===== src/rtl/core/msh_pkg.sv =====
// ----------------------------------------------------------------------------
// msh_pkg: shared types and float helpers
// Beat layout of the divider cells, special value tests, leading zero counts
// and the round-to-nearest-even pack used by the rounding stages.
// ----------------------------------------------------------------------------
package msh_pkg;

  localparam int unsigned NumCells   = 26;
  localparam logic [31:0] MagicReset = 32'h1FBB4F2D;
  localparam logic [31:0] QnanBits   = 32'h7FC00000;
  localparam logic [2:0]  AddrMagic  = 3'd0;

  typedef logic signed [9:0] sexp_t;

  typedef struct packed {
    logic        ovr;
    logic [31:0] bits;
  } ovr_t;

  typedef struct packed {
    logic [31:0] g;
    logic        spec;
    logic [31:0] spec_bits;
    ovr_t        ovr;
    logic        sgn;
    sexp_t       qexp;
    logic [23:0] mg;
    logic [25:0] rem;
    logic [25:0] quo;
  } div_beat_t;

  function automatic logic is_nan(input logic [31:0] b);
    return (b[30:23] == 8'hff) && (b[22:0] != 23'h0);
  endfunction

  function automatic logic is_inf(input logic [31:0] b);
    return (b[30:23] == 8'hff) && (b[22:0] == 23'h0);
  endfunction

  function automatic logic is_zero(input logic [31:0] b);
    return b[30:0] == 31'h0;
  endfunction

  function automatic logic [4:0] lzc24(input logic [23:0] m);
    logic [4:0] n;
    logic       found;
    n     = 5'd0;
    found = 1'b0;
    for (int i = 23; i >= 0; i--) begin
      if (!found) begin
        if (m[i]) begin
          found = 1'b1;
        end else begin
          n = n + 5'd1;
        end
      end
    end
    return n;
  endfunction

  function automatic logic [4:0] lzc27(input logic [26:0] m);
    logic [4:0] n;
    logic       found;
    n     = 5'd0;
    found = 1'b0;
    for (int i = 26; i >= 0; i--) begin
      if (!found) begin
        if (m[i]) begin
          found = 1'b1;
        end else begin
          n = n + 5'd1;
        end
      end
    end
    return n;
  endfunction

  // mantissa has the hidden bit at 26 and guard, round, sticky at 2..0
  function automatic logic [31:0] round_pack(input logic sgn, input sexp_t e,
                                             input logic [26:0] m);
    logic [26:0] ms;
    logic [26:0] mask;
    logic [9:0]  sh;
    logic [7:0]  eb;
    logic        inc;
    logic [24:0] f;
    logic [30:0] body;
    ms   = m;
    mask = 27'h0;
    sh   = 10'h0;
    eb   = 8'h0;
    if (e > sexp_t'(254)) begin
      return {sgn, 8'hff, 23'h0};
    end
    if (e < sexp_t'(1)) begin
      sh = 10'(sexp_t'(1) - e);
      if (sh >= 10'd27) begin
        ms = {26'h0, |m};
      end else begin
        mask = (27'h1 << sh[4:0]) - 27'h1;
        ms   = (m >> sh[4:0]) | {26'h0, |(m & mask)};
      end
    end else begin
      eb = 8'(e - sexp_t'(1));
    end
    inc  = ms[2] & (ms[1] | ms[0] | ms[3]);
    f    = {1'b0, ms[26:3]} + {24'h0, inc};
    body = {eb, 23'h0} + {6'h0, f};
    return {sgn, body};
  endfunction

endpackage


===== src/rtl/core/msh_div_cell.sv =====
// ----------------------------------------------------------------------------
// msh_div_cell: one restoring division step
// Compares the partial remainder with the divisor, retires one quotient bit
// and hands the beat to the next cell.
// ----------------------------------------------------------------------------
module msh_div_cell
  import msh_pkg::*;
(
  input  logic      clk_i,
  input  logic      rst_ni,
  input  logic      valid_i,
  output logic      ready_o,
  input  div_beat_t data_i,
  output logic      valid_o,
  input  logic      ready_i,
  output div_beat_t data_o
);

  logic      valid_q;
  logic      en;
  logic      ge;
  logic [25:0] rem_n;
  div_beat_t data_d;
  div_beat_t data_q;

  assign en      = !valid_q || ready_i;
  assign ready_o = en;

  always_comb begin
    ge          = data_i.rem >= {2'b00, data_i.mg};
    rem_n       = ge ? (data_i.rem - {2'b00, data_i.mg}) : data_i.rem;
    data_d      = data_i;
    data_d.rem  = {rem_n[24:0], 1'b0};
    data_d.quo  = {data_i.quo[24:0], ge};
  end

  always_ff @(posedge clk_i or negedge rst_ni) begin
    if (!rst_ni) begin
      valid_q <= 1'b0;
    end else if (en) begin
      valid_q <= valid_i;
    end
  end

  always_ff @(posedge clk_i) begin
    if (en) begin
      data_q <= data_d;
    end
  end

  assign valid_o = valid_q;
  assign data_o  = data_q;

endmodule


===== src/rtl/core/msh_div_chain.sv =====
// ----------------------------------------------------------------------------
// msh_div_chain: row of division cells
// One quotient bit per cell, so a quotient of hidden bit, fraction, guard
// and round bits leaves the last cell with its remainder for the sticky bit.
// ----------------------------------------------------------------------------
module msh_div_chain
  import msh_pkg::*;
(
  input  logic      clk_i,
  input  logic      rst_ni,
  input  logic      valid_i,
  output logic      ready_o,
  input  div_beat_t data_i,
  output logic      valid_o,
  input  logic      ready_i,
  output div_beat_t data_o
);

  logic      vld [NumCells+1];
  logic      rdy [NumCells+1];
  div_beat_t dat [NumCells+1];

  assign vld[0]        = valid_i;
  assign dat[0]        = data_i;
  assign ready_o       = rdy[0];
  assign rdy[NumCells] = ready_i;

  for (genvar k = 0; k < NumCells; k++) begin : g_cell
    msh_div_cell u_cell (
      .clk_i   (clk_i),
      .rst_ni  (rst_ni),
      .valid_i (vld[k]),
      .ready_o (rdy[k]),
      .data_i  (dat[k]),
      .valid_o (vld[k+1]),
      .ready_i (rdy[k+1]),
      .data_o  (dat[k+1])
    );
  end

  assign valid_o = vld[NumCells];
  assign data_o  = dat[NumCells];

endmodule


===== config.mk =====
export PLATFORM = sky130hd
export DESIGN_NAME = msh_div_chain
export DESIGN_NICKNAME = d
export VERILOG_FILES = /design/src/rtl/core/msh_pkg.sv /design/src/rtl/core/msh_div_cell.sv /design/src/rtl/core/msh_div_chain.sv
export SDC_FILE = /design/constraint.sdc
export NUM_CORES = 2
export LEC_CHECK = 0
export BUFFER_PORTS_ARGS = -buffer_cell sky130_fd_sc_hd__buf_2
export CAP_MARGIN = 20
export CORE_ASPECT_RATIO = 1.2
export CORE_MARGIN = 8
export CORE_UTILIZATION = 40
export CTS_CLUSTER_SIZE = 14
export DETAILED_ROUTE_END_ITERATION = 6
export PLACE_DENSITY_LB_ADDON = 0.05
export SKIP_CTS_REPAIR_TIMING = 1
export SLEW_MARGIN = 20
export SYNTH_ARGS = -nofsm -noshare
export SYNTH_HDL_FRONTEND = slang
export SYNTH_SLANG_ARGS = --single-unit

===== constraint.sdc =====
create_clock -name clk_i -period 61 [get_ports clk_i]
set_clock_uncertainty 0.15 [all_clocks]
set_input_delay 9.15 -clock clk_i [delete_from_list [all_inputs] [get_ports clk_i]]
set_output_delay 9.15 -clock clk_i [all_outputs]
set_load 0.05 [all_outputs]

**Yosys cells after proc, flatten, opt, wreduce, memory -nomap -nowiden**

Index checks and enable logic that the tools add are counted.

- Mux-type cells: 26
- Reduce and logical (&&, ||, !) cells: 52
- Add/sub/neg operators: 26
- $lt $le $gt $ge: 26

Operators with widths:

| operator | number |
|---|---|
| $ge 26x24->1 | 26 |
| $mux 25 | 26 |
| $sub 25x24->25 | 26 |
| $logic_not 1->1 | 26 |
| $logic_or 1x1->1 | 26 |

- Output and inout bits: 187
- Flip-flop bits (word level): 4485

**Logic depth before layout (Yosys ltp)**

- Depth after elaboration: 27
- Mapped depth: 14

**Modules after synthesis**

A second synthesis with hierarchy kept.

- Cells, all modules: 11543
- Area, all modules: 191945.3 um2

Modules (own cells, without submodules):

| module | instances | cells each | sequential area each (um2) | area an instance (um2) |
|---|---|---|---|---|
| msh_div_cell (g_cell[12].u_cell ...) | 18 | 440 | 5550.3 | 7423.4 |
| msh_div_cell (g_cell[0].u_cell ...) | 6 | 450 | 5550.3 | 7274.5 |
| msh_div_cell (g_cell[19].u_cell) | 1 | 471 | 5550.3 | 7403.4 |
| msh_div_cell (g_cell[6].u_cell) | 1 | 452 | 5550.3 | 7274.5 |

**Worst setup path before layout**

OpenSTA, ideal clock, no wires.

- Kind: input-to-output
- From: in ready_i
- To: out ready_o
- Arrival time: 34.457 ns
- Setup slack: 17.243 ns
- Data required time: 51.700 ns
- Stages on the path: 12
- Path buffers: 0
- Cells stage by stage: nand2b_1 nor2_1 inv_1 nor2_1 nand2_1 nor3_1 and2_1 inv_1 nor2_1 nand3_1 nor2_1 nand2_1

- Longest elaborated chain between the ends: 26

RTL lines:

| element | RTL line | text |
|---|---|---|
| from (decl) | msh_div_chain.sv:15 | `input logic ready_i,` |
| $logic_or 1x1->1 (2 in a row) | msh_div_cell.sv:26 | `assign en = !valid_q \|\| ready_i;` |
| net g_cell[23].u_cell.ready_i | msh_div_cell.sv:15 | `input logic ready_i,` |
| $logic_or 1x1->1 (4 in a row) | msh_div_cell.sv:26 |  |
| net g_cell[19].u_cell.ready_i | msh_div_cell.sv:15 |  |
| $logic_or 1x1->1 (13 in a row) | msh_div_cell.sv:26 |  |
| net g_cell[6].u_cell.ready_i | msh_div_cell.sv:15 |  |
| $logic_or 1x1->1 (5 in a row) | msh_div_cell.sv:26 |  |
| net g_cell[1].u_cell.ready_i | msh_div_cell.sv:15 |  |
| $logic_or 1x1->1 (2 in a row) | msh_div_cell.sv:26 |  |
| to (decl) | msh_div_chain.sv:12 | `output logic ready_o,` |

The timed path passes the listed nets, and every way through them passes these cells.

**Worst setup path after layout**

- From: in ready_i
- To: out ready_o

- Longest elaborated chain between the ends: 26

RTL lines:

| element | RTL line |
|---|---|
| $logic_or 1x1->1 | msh_div_cell.sv:26 |
| net g_cell[24].u_cell.ready_i | msh_div_cell.sv:15 |
| $logic_or 1x1->1 | msh_div_cell.sv:26 |
| net g_cell[23].u_cell.ready_i | msh_div_cell.sv:15 |
| $logic_or 1x1->1 (4 in a row) | msh_div_cell.sv:26 |
| net g_cell[19].u_cell.ready_i | msh_div_cell.sv:15 |
| $logic_or 1x1->1 (13 in a row) | msh_div_cell.sv:26 |
| net g_cell[6].u_cell.ready_i | msh_div_cell.sv:15 |
| $logic_or 1x1->1 (5 in a row) | msh_div_cell.sv:26 |
| net g_cell[1].u_cell.ready_i | msh_div_cell.sv:15 |
| $logic_or 1x1->1 (2 in a row) | msh_div_cell.sv:26 |

The timed path passes the listed nets, and every way through them passes these cells.

==> flow_summary_export.csv <==
group,metric,value,unit
logic_synthesis,seq_area_frac_synth,76.5,%
logic_synthesis,synthesis.area,176000,um^2
critical_path,cp.arrival,15950,ps
critical_path,reg2reg_depth,15,
detailed_routing,drt_iter0_drc,5513,
logic_synthesis,synth_most_common_cell,"edfxtp_1",
flow_run,maxCapViolCount,0,
critical_path,cp.required,51700,ps
cells_and_area,drive_gt1_share,10.4,%
detailed_routing,vias_per_cell,4.96,
floorplan,core,439000,um^2
timing,slew_viol_final,0,
clock_network,clockBufferDepth,4,
grt,grtUsageTotal,15.4,%
cells_and_area,nFillCells,37900,
logic_synthesis,synth_compound_area_share,6.89,%
placement,dpl.hpwl,266000,um
floorplan,die_h,743,um
power_and_ir_drop,power.leakage,75.2,nW
timing,period_share,41.4,%
clock_network,cts_buffers,444,
floorplan,pin_count,376,
critical_path,crit_fanout,68,
floorplan,fp.dieW,621,um
critical_path,worstReg2RegEnd,"g_cell[0].u_cell.data_o[138]",
logic_synthesis,netlist.area_leader.share,76.1,%
critical_path,path_class,"primary input to output port",
floorplan,initial_core_util,40.1,%
logic_synthesis,netlist_top_cells_count,"edfxtp_1, inv_1, ha_1",
cells_and_area,multi_input_area,36700,um^2
power_and_ir_drop,irDropWorstVdd,26.2,uV
logic_synthesis,synth_edf_count,4459,
clock_network,cts_tree,"done",
logic_synthesis,synth.avg_cell_area,16.4,um^2
power_and_ir_drop,power_density,50.4,nW/um^2
detailed_routing,wl,367000,um
critical_path,crit_path_start_kind,"primary input",
logic_synthesis,yosys.area_share.simple,5.01,%
logic_synthesis,syn_nets,11600,
timing,slew_headroom,21.8,%
cells_and_area,nNetsFinal,12200,
grt,grt_max_degree,116,
clock_network,cts_root_buffer,"clkbuf_16",
floorplan,row_count,267,
worst_hold_path,holdPathStages,0,
logic_synthesis,ys.flop_type,"edfxtp_1",
clock_network,cts.sink_count,4485,
detailed_routing,ant_nets,0,
detailed_routing,firstDrtPassIters,6,
timing,tns,0,ps
logic_synthesis,yosys-top-cells-area,"edfxtp_1, ha_1, inv_1",
placement,gp_congestion,0.860,
grt,grt-ovfl-total,0,
logic_synthesis,yosys.area_share.adder,4.73,%
logic_synthesis,netlist_instances,10700,
timing,fmax,39.6,MHz
detailed_routing,dr_total_vias,86700,
detailed_routing,drc_errors,0,
critical_path,reg2reg_from,"g_cell[25].u_cell.valid_o",
clock_network,clk_transition_reported_paths,60,ps
detailed_routing,wl_per_cell,21.0,um
grt,grt_pass1_wl,551000,um
timing,hold_violations,0,
cells_and_area,regArea,135000,um^2
logic_synthesis,synth_top_family_by_area,"compound AO/OA/AOI/OAI gates",
power_and_ir_drop,power,10.0,mW
grt,antenna_found_initial,33,
cells_and_area,area_growth,12.7,%
timing,rsz0062_at_grt,"no",
critical_path,cp-end-kind,"output port",
logic_synthesis,synth-seq-cells,4485,
critical_path,r2r_slack,52450,ps
worst_hold_path,hp-start,"g_cell[3].u_cell.data_o[173]",
logic_synthesis,synth_top_area_cell,"edfxtp_1",
floorplan,fp.dieArea,461000,um^2
logic_synthesis,yosysWarnings,0,
logic_synthesis,synth.distinct_cells,103,
timing,worstMarginPinSlew,1140,ps
logic_synthesis,synth.area.mux_share,1.65,%
placement,dpl_cell_area,184000,um^2
worst_hold_path,hold_end,"g_cell[4].u_cell.data_o[173]",
cells_and_area,final_area,198000,um^2
worst_hold_path,hold_path.class,"flip-flop to flip-flop",
logic_synthesis,synthArstFlopShare,0.580,%
status,status,"finished clean",
grt,grt_pass1_vias,89600,
placement,numPortBuffers,348,
timing,setup_viol,0,
timing,finalCriticalPeriod,25250,ps
clock_network,clk_latency,1000,ps
clock_network,cts_htree_levels,5,
logic_synthesis,synthXorXnorAreaFrac,2.40,%
==> state kept, by name, summed over array words and instances, names as in the netlist <==
signal                 count
g_cell.u_cell.valid_o     26
g_cell.u_cell.data_o    4459
==> how the worst max path moves through the flow <==
stage	depth (start not counted)	from	endpoint	slack [ps]
after global routing	14	ready_i	ready_o	35200
after detailed placement	14	ready_i	ready_o	35460
after floorplan	12	ready_i	ready_o	17240
final	14	ready_i	ready_o	35750
after global placement	14	ready_i	ready_o	35620
after CTS	14	ready_i	ready_o	35440
==> metal layers <==
layer | vias up | global-route usage, % | share of wire [%]
li1 | 41600 | - | -
met1 | 42600 | 18.2 | 40
met2 | 1808 | 28.4 | 52
met3 | 640 | 2.42 | 4.1
met4 | 2 | 5.47 | 3.8
met5 | - | 0 | 0.0027
==> cells in the final DEF (no fill, tap or decap), types with 37 or more instances in the layout <==
cell type / count
a21oi_1: 528
inv_1: 795
o31ai_1: 67
nor3_1: 142
nor2b_1: 97
nand4_1: 81
clkinv_1: 119
buf_2: 349
a211oi_1: 47
buf_4: 89
a21o_1: 251
xor2_1: 195
xnor2_1: 287
o21bai_1: 62
o21a_1: 118
nand2b_1: 96
clkbuf_16: 450
nand3_1: 129
nand2_1: 550
o21ai_0: 239
ha_1: 624
or2_2: 37
a31oi_1: 54
and3_1: 48
o21ai_1: 257
clkinv_2: 68
mux2_1: 193
edfxtp_1: 4459
clkbuf_1: 88
nor2_1: 425
==> worst max-delay path: stages <==
cell	delay (ps)
buf_2	100
nand2b_4	470
nor2_1	700
inv_8	310
nor2_1	570
nand2_4	590
nor3_1	740
and2_1	450
inv_6	270
nor2_1	650
nand3_4	520
nor2_1	580
nand2_4	390
buf_2	350
==> cell type report <==
class | instances | area share, %
diodes | 26 | 0.0328
clock buffers | 538 | 5.85
clock inverters | 271 | 1.23
inverters | 821 | 1.58
multi-input cells | 5130 | 18.5
flip-flops and latches | 4485 | 67.9
well taps | 5783 | 3.65
repair buffers | 442 | 1.26
==> metrics by stage <==
step	utilization, %	setup slack (ps)	cells	hold WS, ps
after floorplan	-	17240	10700	250
after global placement	41.9	35620	16700	250
after detailed placement	41.9	35460	16700	255
after CTS	45.1	35440	17500	214
after global routing	45.1	35200	17500	230
final	45.1	35750	17500	230
==> cell families after synthesis <==
group                    count (synthesis)
AND/OR/NAND/NOR                       1829
other                                    1
adder cells (fa/ha/maj)                650
XOR/XNOR                               482
AO/OA/AOI/OAI                         1913
multiplexers                           255
buffers and inverters                 1130
flip-flops                            4485
==> power breakdown <==
group          switching [mW]  total, mW  internal (mW)
sequential              0.303       4.53           4.23
combinational            1.70       2.83           1.13
clock                    1.13       2.63           1.50
total                    3.14       10.0           6.86
No activity file was read; power rests on OpenSTA's default activity.
